[config.mk]
export PLATFORM = sky130hd
export DESIGN_NAME = task_dispatch_scheduler_top
export DESIGN_NICKNAME = d
export VERILOG_FILES = /design/src/rtl/tds_pkg.sv /design/src/rtl/tds_ram.sv /design/src/rtl/task_dispatch_scheduler_top.sv
export SDC_FILE = /design/constraint.sdc
export NUM_CORES = 2
export LEC_CHECK = 0
export BUFFER_PORTS_ARGS = -buffer_cell sky130_fd_sc_hd__buf_4
export CAP_MARGIN = 20
export CORE_UTILIZATION = 55
export CTS_BUF_LIST = sky130_fd_sc_hd__clkbuf_8
export CTS_CLUSTER_DIAMETER = 150
export CTS_CLUSTER_SIZE = 40
export DETAILED_ROUTE_END_ITERATION = 6
export PLACE_DENSITY = 0.71
export SLEW_MARGIN = 10
export SYNTH_ARGS = -nofsm -noshare
export SYNTH_HDL_FRONTEND = slang
export SYNTH_SLANG_ARGS = --single-unit
[constraint.sdc]
create_clock -name clock -period 10.1 [get_ports clock]
set_input_delay 1.515 -clock clock [delete_from_list [all_inputs] [get_ports clock]]
set_output_delay 1.515 -clock clock [all_outputs]
set_load 0.05 [all_outputs]
[src/rtl/tds_pkg.sv]
// ----------------------------------------------------------------------------
// tds_pkg
// shared types, codes and key selection for the task dispatch scheduler
// ----------------------------------------------------------------------------
package tds_pkg;

   typedef logic [23:0] time_type;

   // one job record as it sits in the job memory
   typedef struct packed {
      logic [15:0] arrival;
      logic [15:0] burst;
      logic [7:0]  prio;
      logic [15:0] remaining;
      logic [23:0] response;
   } job_type;

   localparam int JOB_W = $bits(job_type);

   // policy codes
   localparam logic [2:0] POL_FCFS = 3'd0;
   localparam logic [2:0] POL_SJF  = 3'd1;
   localparam logic [2:0] POL_LJF  = 3'd2;
   localparam logic [2:0] POL_RR   = 3'd3;
   localparam logic [2:0] POL_PRIO = 3'd4;
   localparam logic [2:0] POL_SRTF = 3'd5;

   // opcodes
   localparam logic [1:0] OP_LOAD     = 2'd0;
   localparam logic [1:0] OP_DISPATCH = 2'd1;
   localparam logic [1:0] OP_REWIND   = 2'd2;

   // status codes
   localparam logic [1:0] STS_OK    = 2'd0;
   localparam logic [1:0] STS_SLICE = 2'd1;
   localparam logic [1:0] STS_DONE  = 2'd2;
   localparam logic [1:0] STS_FULL  = 2'd3;

   // register indexes
   localparam logic REG_POLICY  = 1'b0;
   localparam logic REG_QUANTUM = 1'b1;

   // selection key, smaller wins
   function automatic logic [15:0] sel_key(input logic [2:0] pol, input job_type j);
      logic [15:0] k;
      case (pol)
         POL_SJF:  k = j.burst;
         POL_LJF:  k = ~j.burst;
         POL_PRIO: k = {8'd0, j.prio};
         POL_SRTF: k = j.remaining;
         default:  k = j.arrival;
      endcase
      return k;
   endfunction

endpackage

[src/rtl/tds_ram.sv]
// ----------------------------------------------------------------------------
// tds_ram
// generic simple dual-port ram, one write port, one registered read port
// ----------------------------------------------------------------------------
module tds_ram #(
   parameter int WIDTH = 8,
   parameter int DEPTH = 16,
   localparam int AW = (DEPTH > 1) ? $clog2(DEPTH) : 1
) (
   input  logic             clock,
   input  logic             wr_en,
   input  logic [AW-1:0]    wr_addr,
   input  logic [WIDTH-1:0] wr_data,
   input  logic [AW-1:0]    rd_addr,
   output logic [WIDTH-1:0] rd_data
);

   logic [WIDTH-1:0] mem [DEPTH];

   always_ff @(posedge clock) begin
      if (wr_en) begin
         mem[wr_addr] <= wr_data;
      end
      rd_data <= mem[rd_addr];
   end

endmodule

[src/rtl/task_dispatch_scheduler_top.sv]
// ----------------------------------------------------------------------------
// task_dispatch_scheduler_top
// single-processor job dispatcher over a table of jobs held in memory
// ----------------------------------------------------------------------------
// usage:
//  - req channel (valid/ready) carries one command beat: load a job, dispatch
//    the next slice, or rewind progress. rsp channel returns one beat each.
//  - csr port writes policy (index 0) and quantum (index 1); the user must
//    write them only while idle, the block does not enforce this.
//  - one command at a time. per command the sequencer does:
//    load / rewind: a restore sweep over every loaded job in the job memory
//    table full, all done, unused opcode: straight to S_EMIT
//    dispatch, non round robin: one pick scan, or when no job is ready an
//    earliest-arrival scan and a second pick scan
//    dispatch, round robin: every admission is one scan over the job memory,
//    so many arrivals at once mean many scans; a fifo head check passes
//    through S_DROP_F and S_DROP_J, and S_DROP_C for a loaded index
//  - the scan reads one job record per cycle from the job memory through
//    its registered read port
//  - reset empties the table, clears time and the fifo, policy fcfs,
//    quantum 2. no memory clearing pass is needed.
//  - a finished beat waits in the rsp register; the next command is taken
//    meanwhile and its beat is held until the rsp register frees up
// ----------------------------------------------------------------------------
module task_dispatch_scheduler_top #(
   parameter int MAX_PROCS = 16
) (
   input  logic              clock,
   input  logic              reset,
   input  logic              req_valid,
   output logic              req_ready,
   input  logic [1:0]        req_opcode,
   input  logic [15:0]       req_arrival_time,
   input  logic [15:0]       req_burst_time,
   input  logic [7:0]        req_prio_level,
   output logic              rsp_valid,
   input  logic              rsp_ready,
   output logic [1:0]        rsp_status,
   output logic [3:0]        rsp_proc_index,
   output tds_pkg::time_type rsp_slice_start,
   output logic [15:0]       rsp_slice_length,
   output logic              rsp_finished,
   output tds_pkg::time_type rsp_response_time,
   output tds_pkg::time_type rsp_turnaround_time,
   output tds_pkg::time_type rsp_waiting_time,
   input  logic              csr_wr_en,
   input  logic              csr_index,
   input  logic [15:0]       csr_wr_data
);

   import tds_pkg::*;

   localparam int IW = (MAX_PROCS > 1) ? $clog2(MAX_PROCS) : 1;
   localparam int CW = $clog2(MAX_PROCS + 1);
   localparam logic [CW-1:0] CNT_MAX = CW'(MAX_PROCS);
   localparam logic [IW-1:0] IDX_LAST = IW'(MAX_PROCS - 1);

   typedef enum logic [10:0] {
      S_IDLE    = 11'b000_0000_0001,
      S_CLEAR   = 11'b000_0000_0010,
      S_PICK    = 11'b000_0000_0100,
      S_JUMP    = 11'b000_0000_1000,
      S_ADMIT   = 11'b000_0001_0000,
      S_DROP_F  = 11'b000_0010_0000,
      S_DROP_J  = 11'b000_0100_0000,
      S_DROP_C  = 11'b000_1000_0000,
      S_SLICE   = 11'b001_0000_0000,
      S_REQUEUE = 11'b010_0000_0000,
      S_EMIT    = 11'b100_0000_0000
   } state_type;

   // control state
   state_type      state_ff, state_in;
   logic [CW-1:0]  entry_cnt_ff, entry_cnt_in;
   logic [CW-1:0]  done_cnt_ff, done_cnt_in;
   time_type       now_ff, now_in;
   logic [IW-1:0]  head_ff, head_in;
   logic [IW-1:0]  tail_ff, tail_in;
   logic [CW-1:0]  used_ff, used_in;
   logic [MAX_PROCS-1:0] started_ff, started_in;
   logic [MAX_PROCS-1:0] admitted_ff, admitted_in;
   logic [2:0]     policy_ff, policy_in;
   logic [15:0]    quantum_ff, quantum_in;
   logic [CW-1:0]  scan_addr_ff, scan_addr_in;
   logic           scan_pend_ff, scan_pend_in;
   logic           found_ff, found_in;
   logic           retry_ff, retry_in;
   logic           rr_phase_ff, rr_phase_in;
   logic           admit_post_ff, admit_post_in;
   logic           rsp_valid_ff, rsp_valid_in;

   // payload state
   logic [IW-1:0]  scan_idx_ff, scan_idx_in;
   logic [IW-1:0]  best_idx_ff, best_idx_in;
   job_type        best_rec_ff, best_rec_in;
   logic [IW-1:0]  cur_idx_ff, cur_idx_in;
   job_type        cur_rec_ff, cur_rec_in;
   logic [IW-1:0]  fifo_idx_ff, fifo_idx_in;
   logic [1:0]     res_status_ff, res_status_in;
   logic [3:0]     res_index_ff, res_index_in;
   time_type       res_start_ff, res_start_in;
   logic [15:0]    res_length_ff, res_length_in;
   logic           res_finished_ff, res_finished_in;
   time_type       res_resp_ff, res_resp_in;
   time_type       res_tat_ff, res_tat_in;
   logic [1:0]     rsp_status_ff, rsp_status_in;
   logic [3:0]     rsp_index_ff, rsp_index_in;
   time_type       rsp_start_ff, rsp_start_in;
   logic [15:0]    rsp_length_ff, rsp_length_in;
   logic           rsp_finished_ff, rsp_finished_in;
   time_type       rsp_resp_ff, rsp_resp_in;
   time_type       rsp_tat_ff, rsp_tat_in;
   time_type       rsp_wait_ff, rsp_wait_in;

   // memory ports
   logic           job_we;
   logic [IW-1:0]  job_waddr, job_raddr;
   job_type        job_wdata, job_rdata;
   logic [JOB_W-1:0] job_rbits;
   logic           fifo_we;
   logic [IW-1:0]  fifo_waddr, fifo_raddr;
   logic [IW-1:0]  fifo_wdata, fifo_rdata;

   // scan evaluation
   logic [2:0]     pol;
   logic           rr_mode;
   logic           only_new;
   logic [2:0]     key_pol;
   logic [15:0]    key_new, key_best;
   logic           elig, better, take;
   logic           scan_issue, scan_done;
   logic           scan_restart;
   logic           do_push;
   logic [IW-1:0]  push_idx;

   // slice arithmetic
   logic [15:0]    q_eff, slice_len, new_rem;
   time_type       slice_resp, new_now;

   tds_ram #(.WIDTH(JOB_W), .DEPTH(MAX_PROCS)) u_job_ram (
      .clock   (clock),
      .wr_en   (job_we),
      .wr_addr (job_waddr),
      .wr_data (job_wdata),
      .rd_addr (job_raddr),
      .rd_data (job_rbits)
   );
   assign job_rdata = job_type'(job_rbits);

   tds_ram #(.WIDTH(IW), .DEPTH(MAX_PROCS)) u_fifo_ram (
      .clock   (clock),
      .wr_en   (fifo_we),
      .wr_addr (fifo_waddr),
      .wr_data (fifo_wdata),
      .rd_addr (fifo_raddr),
      .rd_data (fifo_rdata)
   );

   // unused policy codes behave as fcfs
   assign pol     = (policy_ff > POL_SRTF) ? POL_FCFS : policy_ff;
   assign rr_mode = (pol == POL_RR);

   // admission scans only look at jobs not yet in the round robin fifo
   assign only_new = (state_ff == S_ADMIT) || ((state_ff == S_JUMP) && rr_mode);
   assign key_pol  = (state_ff == S_ADMIT) ? POL_FCFS : pol;
   assign key_new  = sel_key(key_pol, job_rdata);
   assign key_best = sel_key(key_pol, best_rec_ff);

   always_comb begin
      elig = (job_rdata.remaining != 16'd0) && !(only_new && admitted_ff[scan_idx_ff]);
      if (state_ff == S_JUMP) begin
         // earliest arrival among unfinished jobs (in round robin, only those not yet admitted)
         better = !found_ff || (job_rdata.arrival < best_rec_ff.arrival);
      end else begin
         elig   = elig && ({8'd0, job_rdata.arrival} <= now_ff);
         better = !found_ff || (key_new < key_best) ||
                  ((key_new == key_best) && (job_rdata.arrival < best_rec_ff.arrival));
      end
   end
   assign take = scan_pend_ff && elig && better;

   // one record read per cycle, evaluated in the cycle after its read is issued
   assign scan_issue = (scan_addr_ff < entry_cnt_ff);
   assign scan_done  = !scan_issue && !scan_pend_ff;

   // slice length and timing
   assign q_eff = (quantum_ff == 16'd0) ? 16'd1 : quantum_ff;
   always_comb begin
      if (rr_mode) begin
         slice_len = (q_eff > cur_rec_ff.remaining) ? cur_rec_ff.remaining : q_eff;
      end else if (pol == POL_SRTF) begin
         slice_len = 16'd1;
      end else begin
         slice_len = cur_rec_ff.remaining;
      end
   end
   assign new_rem    = cur_rec_ff.remaining - slice_len;
   assign new_now    = now_ff + {8'd0, slice_len};
   assign slice_resp = started_ff[cur_idx_ff] ? cur_rec_ff.response
                                              : now_ff - {8'd0, cur_rec_ff.arrival};

   assign fifo_raddr = head_ff;
   assign fifo_waddr = tail_ff;
   assign fifo_wdata = push_idx;
   assign fifo_we    = do_push && (used_ff < CNT_MAX);

   always_comb begin
      state_in        = state_ff;
      entry_cnt_in    = entry_cnt_ff;
      done_cnt_in     = done_cnt_ff;
      now_in          = now_ff;
      head_in         = head_ff;
      tail_in         = tail_ff;
      used_in         = used_ff;
      started_in      = started_ff;
      admitted_in     = admitted_ff;
      policy_in       = policy_ff;
      quantum_in      = quantum_ff;
      scan_addr_in    = scan_addr_ff;
      scan_pend_in    = 1'b0;
      scan_idx_in     = scan_idx_ff;
      found_in        = found_ff;
      retry_in        = retry_ff;
      rr_phase_in     = rr_phase_ff;
      admit_post_in   = admit_post_ff;
      rsp_valid_in    = rsp_valid_ff;
      best_idx_in     = best_idx_ff;
      best_rec_in     = best_rec_ff;
      cur_idx_in      = cur_idx_ff;
      cur_rec_in      = cur_rec_ff;
      fifo_idx_in     = fifo_idx_ff;
      res_status_in   = res_status_ff;
      res_index_in    = res_index_ff;
      res_start_in    = res_start_ff;
      res_length_in   = res_length_ff;
      res_finished_in = res_finished_ff;
      res_resp_in     = res_resp_ff;
      res_tat_in      = res_tat_ff;
      rsp_status_in   = rsp_status_ff;
      rsp_index_in    = rsp_index_ff;
      rsp_start_in    = rsp_start_ff;
      rsp_length_in   = rsp_length_ff;
      rsp_finished_in = rsp_finished_ff;
      rsp_resp_in     = rsp_resp_ff;
      rsp_tat_in      = rsp_tat_ff;
      rsp_wait_in     = rsp_wait_ff;
      job_we          = 1'b0;
      job_waddr       = scan_idx_ff;
      job_wdata       = job_rdata;
      job_raddr       = scan_addr_ff[IW-1:0];
      do_push         = 1'b0;
      push_idx        = best_idx_ff;
      scan_restart    = 1'b0;

      // csr writes
      if (csr_wr_en) begin
         case (csr_index)
            REG_POLICY:  policy_in  = csr_wr_data[2:0];
            REG_QUANTUM: quantum_in = csr_wr_data;
            default:     ;
         endcase
      end

      // rsp register drains independently of the sequencer
      if (rsp_valid_ff && rsp_ready) begin
         rsp_valid_in = 1'b0;
      end

      // shared scan datapath
      if ((state_ff == S_CLEAR) || (state_ff == S_PICK) || (state_ff == S_JUMP) ||
          (state_ff == S_ADMIT)) begin
         if (scan_issue) begin
            scan_addr_in = scan_addr_ff + 1'b1;
         end
         scan_pend_in = scan_issue;
         scan_idx_in  = scan_addr_ff[IW-1:0];
         if (take) begin
            found_in    = 1'b1;
            best_idx_in = scan_idx_ff;
            best_rec_in = job_rdata;
         end
      end

      case (state_ff)
         S_IDLE: begin
            if (req_valid) begin
               res_status_in   = STS_OK;
               res_index_in    = '0;
               res_start_in    = '0;
               res_length_in   = '0;
               res_finished_in = 1'b0;
               res_resp_in     = '0;
               res_tat_in      = '0;
               case (req_opcode)
                  OP_LOAD: begin
                     if (entry_cnt_ff >= CNT_MAX) begin
                        res_status_in = STS_FULL;
                        state_in      = S_EMIT;
                     end else begin
                        job_we              = 1'b1;
                        job_waddr           = entry_cnt_ff[IW-1:0];
                        job_wdata.arrival   = req_arrival_time;
                        job_wdata.burst     = (req_burst_time == 16'd0) ? 16'd1 : req_burst_time;
                        job_wdata.prio      = req_prio_level;
                        job_wdata.remaining = job_wdata.burst;
                        job_wdata.response  = '0;
                        entry_cnt_in        = entry_cnt_ff + 1'b1;
                        started_in          = '0;
                        admitted_in         = '0;
                        done_cnt_in         = '0;
                        now_in              = '0;
                        head_in             = '0;
                        tail_in             = '0;
                        used_in             = '0;
                        state_in            = S_CLEAR;
                        scan_restart        = 1'b1;
                     end
                  end
                  OP_DISPATCH: begin
                     if (done_cnt_ff >= entry_cnt_ff) begin
                        res_status_in = STS_DONE;
                        state_in      = S_EMIT;
                     end else if (rr_mode) begin
                        admit_post_in = 1'b0;
                        rr_phase_in   = 1'b0;
                        state_in      = S_ADMIT;
                        scan_restart  = 1'b1;
                     end else begin
                        retry_in     = 1'b0;
                        state_in     = S_PICK;
                        scan_restart = 1'b1;
                     end
                  end
                  OP_REWIND: begin
                     started_in   = '0;
                     admitted_in  = '0;
                     done_cnt_in  = '0;
                     now_in       = '0;
                     head_in      = '0;
                     tail_in      = '0;
                     used_in      = '0;
                     state_in     = S_CLEAR;
                     scan_restart = 1'b1;
                  end
                  default: state_in = S_EMIT;
               endcase
            end
         end

         S_CLEAR: begin
            // restore remaining time of every loaded job
            if (scan_pend_ff) begin
               job_we              = 1'b1;
               job_waddr           = scan_idx_ff;
               job_wdata           = job_rdata;
               job_wdata.remaining = job_rdata.burst;
            end
            if (scan_done) begin
               state_in = S_EMIT;
            end
         end

         S_PICK: begin
            if (scan_done) begin
               if (found_ff) begin
                  cur_idx_in = best_idx_ff;
                  cur_rec_in = best_rec_ff;
                  state_in   = S_SLICE;
               end else if (!retry_ff) begin
                  state_in     = S_JUMP;
                  scan_restart = 1'b1;
               end else begin
                  res_status_in = STS_DONE;
                  state_in      = S_EMIT;
               end
            end
         end

         S_JUMP: begin
            if (scan_done) begin
               if (found_ff && ({8'd0, best_rec_ff.arrival} > now_ff)) begin
                  now_in = {8'd0, best_rec_ff.arrival};
               end
               scan_restart = 1'b1;
               if (rr_mode) begin
                  admit_post_in = 1'b0;
                  rr_phase_in   = 1'b1;
                  state_in      = S_ADMIT;
               end else begin
                  retry_in = 1'b1;
                  state_in = S_PICK;
               end
            end
         end

         S_ADMIT: begin
            if (scan_done) begin
               if (found_ff) begin
                  admitted_in[best_idx_ff] = 1'b1;
                  do_push      = 1'b1;
                  push_idx     = best_idx_ff;
                  scan_restart = 1'b1;
               end else if (admit_post_ff) begin
                  state_in = S_REQUEUE;
               end else begin
                  state_in = S_DROP_F;
               end
            end
         end

         S_DROP_F: begin
            if (used_ff == '0) begin
               if (!rr_phase_ff) begin
                  state_in     = S_JUMP;
                  scan_restart = 1'b1;
               end else begin
                  res_status_in = STS_DONE;
                  state_in      = S_EMIT;
               end
            end else begin
               state_in = S_DROP_J;
            end
         end

         S_DROP_J: begin
            if (CW'(fifo_rdata) >= entry_cnt_ff) begin
               head_in  = (head_ff == IDX_LAST) ? '0 : head_ff + 1'b1;
               used_in  = used_ff - 1'b1;
               state_in = S_DROP_F;
            end else begin
               job_raddr   = fifo_rdata;
               fifo_idx_in = fifo_rdata;
               state_in    = S_DROP_C;
            end
         end

         S_DROP_C: begin
            // pop either way: a finished head is dropped, a live head is taken
            head_in = (head_ff == IDX_LAST) ? '0 : head_ff + 1'b1;
            used_in = used_ff - 1'b1;
            if (job_rdata.remaining == 16'd0) begin
               state_in = S_DROP_F;
            end else begin
               cur_idx_in = fifo_idx_ff;
               cur_rec_in = job_rdata;
               state_in   = S_SLICE;
            end
         end

         S_SLICE: begin
            job_we              = 1'b1;
            job_waddr           = cur_idx_ff;
            job_wdata           = cur_rec_ff;
            job_wdata.remaining = new_rem;
            job_wdata.response  = slice_resp;
            cur_rec_in          = job_wdata;
            started_in[cur_idx_ff] = 1'b1;
            now_in              = new_now;
            res_status_in       = STS_SLICE;
            res_index_in        = 4'(cur_idx_ff);
            res_start_in        = now_ff;
            res_length_in       = slice_len;
            if (new_rem == 16'd0) begin
               done_cnt_in     = done_cnt_ff + 1'b1;
               res_finished_in = 1'b1;
               res_resp_in     = slice_resp;
               res_tat_in      = new_now - {8'd0, cur_rec_ff.arrival};
            end
            if (rr_mode) begin
               admit_post_in = 1'b1;
               state_in      = S_ADMIT;
               scan_restart  = 1'b1;
            end else begin
               state_in = S_EMIT;
            end
         end

         S_REQUEUE: begin
            // preempted job goes behind the arrivals of its own slice
            if (cur_rec_ff.remaining != 16'd0) begin
               do_push  = 1'b1;
               push_idx = cur_idx_ff;
            end
            state_in = S_EMIT;
         end

         S_EMIT: begin
            if (!rsp_valid_ff || rsp_ready) begin
               rsp_valid_in    = 1'b1;
               rsp_status_in   = res_status_ff;
               rsp_index_in    = res_index_ff;
               rsp_start_in    = res_start_ff;
               rsp_length_in   = res_length_ff;
               rsp_finished_in = res_finished_ff;
               rsp_resp_in     = res_resp_ff;
               rsp_tat_in      = res_tat_ff;
               rsp_wait_in     = res_finished_ff ? res_tat_ff - {8'd0, cur_rec_ff.burst}
                                                 : '0;
               state_in        = S_IDLE;
            end
         end

         default: state_in = S_IDLE;
      endcase

      if (do_push && (used_ff < CNT_MAX)) begin
         tail_in = (tail_ff == IDX_LAST) ? '0 : tail_ff + 1'b1;
         used_in = used_ff + 1'b1;
      end

      if (scan_restart) begin
         scan_addr_in = '0;
         scan_pend_in = 1'b0;
         found_in     = 1'b0;
      end
   end

   // control registers
   always_ff @(posedge clock) begin
      if (reset) begin
         state_ff      <= S_IDLE;
         entry_cnt_ff  <= '0;
         done_cnt_ff   <= '0;
         now_ff        <= '0;
         head_ff       <= '0;
         tail_ff       <= '0;
         used_ff       <= '0;
         started_ff    <= '0;
         admitted_ff   <= '0;
         policy_ff     <= POL_FCFS;
         quantum_ff    <= 16'd2;
         scan_addr_ff  <= '0;
         scan_pend_ff  <= 1'b0;
         found_ff      <= 1'b0;
         retry_ff      <= 1'b0;
         rr_phase_ff   <= 1'b0;
         admit_post_ff <= 1'b0;
         rsp_valid_ff  <= 1'b0;
      end else begin
         state_ff      <= state_in;
         entry_cnt_ff  <= entry_cnt_in;
         done_cnt_ff   <= done_cnt_in;
         now_ff        <= now_in;
         head_ff       <= head_in;
         tail_ff       <= tail_in;
         used_ff       <= used_in;
         started_ff    <= started_in;
         admitted_ff   <= admitted_in;
         policy_ff     <= policy_in;
         quantum_ff    <= quantum_in;
         scan_addr_ff  <= scan_addr_in;
         scan_pend_ff  <= scan_pend_in;
         found_ff      <= found_in;
         retry_ff      <= retry_in;
         rr_phase_ff   <= rr_phase_in;
         admit_post_ff <= admit_post_in;
         rsp_valid_ff  <= rsp_valid_in;
      end
   end

   // payload registers
   always_ff @(posedge clock) begin
      scan_idx_ff     <= scan_idx_in;
      best_idx_ff     <= best_idx_in;
      best_rec_ff     <= best_rec_in;
      cur_idx_ff      <= cur_idx_in;
      cur_rec_ff      <= cur_rec_in;
      fifo_idx_ff     <= fifo_idx_in;
      res_status_ff   <= res_status_in;
      res_index_ff    <= res_index_in;
      res_start_ff    <= res_start_in;
      res_length_ff   <= res_length_in;
      res_finished_ff <= res_finished_in;
      res_resp_ff     <= res_resp_in;
      res_tat_ff      <= res_tat_in;
      rsp_status_ff   <= rsp_status_in;
      rsp_index_ff    <= rsp_index_in;
      rsp_start_ff    <= rsp_start_in;
      rsp_length_ff   <= rsp_length_in;
      rsp_finished_ff <= rsp_finished_in;
      rsp_resp_ff     <= rsp_resp_in;
      rsp_tat_ff      <= rsp_tat_in;
      rsp_wait_ff     <= rsp_wait_in;
   end

   assign req_ready           = (state_ff == S_IDLE);
   assign rsp_valid           = rsp_valid_ff;
   assign rsp_status          = rsp_status_ff;
   assign rsp_proc_index      = rsp_index_ff;
   assign rsp_slice_start     = rsp_start_ff;
   assign rsp_slice_length    = rsp_length_ff;
   assign rsp_finished        = rsp_finished_ff;
   assign rsp_response_time   = rsp_resp_ff;
   assign rsp_turnaround_time = rsp_tat_ff;
   assign rsp_waiting_time    = rsp_wait_ff;

   // checks
   a_state_onehot: assert property (@(posedge clock) disable iff (reset)
      $onehot(state_ff))
      else $error("sequencer state not one-hot");

   a_fifo_bound: assert property (@(posedge clock) disable iff (reset)
      used_ff <= CNT_MAX)
      else $error("round robin fifo overfilled");

   a_done_bound: assert property (@(posedge clock) disable iff (reset)
      done_cnt_ff <= entry_cnt_ff)
      else $error("more jobs done than loaded");

   a_emit_hold: assert property (@(posedge clock) disable iff (reset)
      (state_ff == S_EMIT && rsp_valid_ff && !rsp_ready) |=> (state_ff == S_EMIT))
      else $error("result beat overwrote a stalled rsp beat");

endmodule

==> results.md <==
* Summed negative setup slack over all endpoints at 0 ps
* Number of buffers on the longest clock path at 3
* Quantity of hold-fixing buffers added after cts at 0
* Crit path top cell by count: o21ai_0
* Rows at 139
* Summed instance area of the synthesized netlist at 80300 sq um
* Cell accounting for the most synthesized area: edfxtp_1
* Setup WS post-layout at 2440 ps
* Number of flops mapped to enable cells by yosys at 1734
* Origin of the critical flop-to-flop path: quantum_ff[15]$_SDFFE_PP0P_
* Post-CTS clock slew at the launch and capture registers of the worst setup and hold paths at 240 ps
* Arrival time worst endpoint at 8350 ps
* HPWL Detailed at 133000 um
* Maximum fanout along the worst path at 17
* Yosys warning count at 0
* Number of buffers created by CTS at 54
* Post-detailed-route count of antenna-violating nets at 0
* CP required at 10790 ps
* Netlist cell types at 79
* Fmax at 0.131 GHz
* Core Footprint at 144000 sq um
* Top-level port count at 185
* Capturing element type of the critical path: register
* Routed Wire Length at 212000 um
* Die outline height at 384 um
* Total clock sinks at 1938
* Number of nets in the final layout at 5271
* Destination of the worst hold path: rsp_slice_start[17]$_DFFE_PP_
* Via total after detailed routing at 45979
* Most frequent standard cell in the layout excluding fill and tap cells: edfxtp_1
* Setup Slack @ Placement at 2610 ps
* Post-synth top area share at 0.648
* Count of input and output buffers at 184
* Power density relative to cell area at 147 nW/um^2
* Part of the total power dissipated in combinational logic at 0.059
* Cell internal pwr at 9700 uW
* Total number of H-tree levels at 2
* Average wire per standard cell at 30.4 um
* Largest stage delay on the critical path at 550 ps
* Worst slew margin relative to its limit at 0.259
* Launch instance of the worst min-delay path: res_start_ff[17]$_SDFFCE_PN0P_
* Initial Util at 0.557
* Clock tree from TritonCTS: done
* Initial detailed-routing violation count at 5811
* Critical Setup Path Class: reg -> reg
* Clock period minus final worst setup slack at 7660 ps
* Unrepaired setup endpoints after global routing: no
* Nets in the synthesized netlist at 5198
* Fraction of layout cells with a size suffix above 1 at 0.149
* DRT Pass-1 Iters at 7
* Number of violations of the max-capacitance limit at 0
* Clk pwr share at 0.215
* Worst-case clock skew at 71.9 ps
* Endpoint of the lowest-slack register-to-register path: res_tat_ff[23]$_SDFFCE_PN0P_
* Number of post-CTS setup repair buffers at 0
* Result of the run: finished, violations left
* Total Power Consumption at 12500 uW
* Via/cell ratio at 6.60
* Worst vdd rail ir drop at 0.119 mV
* Die footprint at 148000 sq um
* Total of cells resized after clock tree synthesis at 0
* Final routed DRC violation total at 1
* Critical Path Slowest Stage Cell: a21oi_2
* Setup slack on the worst flop-to-flop path at 2440 ps
* Hold WC Path Type: reg -> reg
* Period Utilization, post-route at 0.758
* Register bit total from synthesis at 1938
* Switching power share of the total at 0.223
* Global-route wire length before repair at 306000 um
* Leading post-synthesis cells by cell area: edfxtp_1, mux4_2, dfxtp_1, ha_1, nand2_1
* Max-slew violation total from the final report at 0
* Buffer cell driving the clock tree root: clkbuf_8
* Die W at 384 um
* Cell depth of the worst flop-to-flop path at 28
* Main synth FF type: edfxtp_1
* Leakage power at 0.0291 uW
* Sequential group share of total power at 0.725
* Share of synthesized flip-flops with an asynchronous set or reset at 0
* Worst hold path stage count at 0
* Initial antenna violation count at 7
* Worst-Skew Late Latency at 930 ps
* Hold Violations, Final at 0
* Violated checks: design-rule violations
* Mean instance size in the synthesized netlist at 16.3 sq um
* Sequential-to-total area share from yosys stat at 0.699
* Most used cells in the layout excluding fill and tap cells: edfxtp_1, nand2_1, mux4_2
* CP Launch Type: register
* Via count of the first global-routing pass at 44142
* Area added between synthesis and finish at 5.89%
* Maximum number of pins on one net before global-route repair at 145
* Transition time of the tightest slew-check pin at 1110 ps
* Overflow after GRT at 0
* Overall Global Routing Usage at 0.286
* Net Switching at 2780 uW
* Final setup violating endpoints at 0
* Final RePlAce weighted congestion at 1.01
* Count of mapped cells out of synthesis at 4944
==> cells by family (layout without fill, tap and decap cells) <==
logic type,Yosys count,count (layout),share of synthesized area
DFF,1938,1938,0.699
and+or+nand+nor,1115,1115,0.0650
AOI/OAI and AO/OA,849,849,0.0760
buffers and inverters,400,518,0.0205
muxes,371,371,0.101
adders and majority gates,190,190,0.0301
xor gates and xnor gates,81,81,0.00883
other,0,4,0
==> final cells by class <==
type	count	area [sq um]
diodes	4	10.0
inverters	143	539
clock inverters	47	206
flip-flops and latches	1938	56200
clock buffers	54	743
multi-input cells	2606	22800
fillers	10727	59300
well taps	1903	2380
repair buffers	274	2210
==> per-stage QoR <==
step	std cells	cell area, sq um	hold WS (ps)	util
floorplan	4944	80300	400	-
global placement	6854	84000	401	0.582
detailed placement	6856	84100	405	0.582
CTS	6957	85000	450	0.589
global route	6966	85100	459	0.589
finish	6969	85100	446	0.589
==> worst max-delay path: cells and delay by family, from the launching register on <==
family,cells,cell delay [ps]
buffers and inverters,2,560
adder cells (fa/ha/maj),3,990
AO/OA/AOI/OAI,15,4030
flip-flops,1,540
XOR/XNOR,2,340
AND/OR/NAND/NOR,6,1000
==> power groups by stage <==
stage          combinational [uW]  sequential (uW)  clock, uW
2_1_floorplan                 404             9240          0
3_3_place_gp                  713             9220          0
3_5_place_dp                  729             9230          0
4_1_cts                       731             9050       2730
5_1_grt                       790             9060       2960
6_report                      740             9050       2690
==> how the worst max path moves through the flow <==
stage / from / end / slack (ps) / depth (start not counted)
final: quantum_ff[15]$_SDFFE_PP0P_ / res_tat_ff[23]$_SDFFCE_PN0P_ / 2440 / 28
after global routing: quantum_ff[15]$_SDFFE_PP0P_ / res_tat_ff[20]$_SDFFCE_PN0P_ / 1960 / 28
after CTS: quantum_ff[15]$_SDFFE_PP0P_ / res_tat_ff[23]$_SDFFCE_PN0P_ / 2590 / 30
after detailed placement: quantum_ff[15]$_SDFFE_PP0P_ / res_tat_ff[23]$_SDFFCE_PN0P_ / 2610 / 30
after global placement: quantum_ff[15]$_SDFFE_PP0P_ / res_tat_ff[23]$_SDFFCE_PN0P_ / 2680 / 30
after floorplan: state_ff[1]$_SDFFE_PP0P_ / u_job_ram.mem[2][0]$_DFFE_PP_ / 410 / 10
==> Yosys cell counts, types with 22 or more instances <==
library cell  instances
and2_1               37
nand3_1              81
o31ai_1              26
a22o_1               84
a21oi_1             167
clkbuf_1            163
a22oi_1              45
ha_1                185
a21o_1               77
o21ai_0             121
buf_2                47
buf_1                30
a211o_1              29
inv_1               143
nor3_1               57
dfxtp_1             204
a31oi_1              44
edfxtp_1           1734
xnor2_1              50
nand2b_1             30
a221o_1              92
nand4_1              47
nor2b_1              29
o211ai_1             30
nor2_1              272
mux4_2              350
nand2_1             410
and3_1               41
xor2_1               31
or3_1                22
==> state kept, by name, indices dropped and copies added, names as in the netlist, 11 cells and up <==
name,count
u_fifo_ram.mem,64
rsp_waiting_time,24
best_rec_ff,80
quantum_ff,16
cur_rec_ff,80
res_start_ff,24
rsp_response_time,24
state_ff,11
admitted_ff,16
res_tat_ff,24
rsp_slice_start,24
u_job_ram.rd_data,80
u_job_ram.mem,1280
res_resp_ff,24
now_ff,24
started_ff,16
rsp_turnaround_time,24
rsp_slice_length,16
res_length_ff,16
==> per-layer routing <==
layer,global-route usage,up-vias,part of all wire
li1,-,19594,-
met5,0,-,0.00019
met3,0.0547,303,0.10
met2,0.440,2513,0.46
met4,0.0964,6,0.037
met1,0.412,23563,0.40
Note: power is estimated with default switching activity, not from simulation.
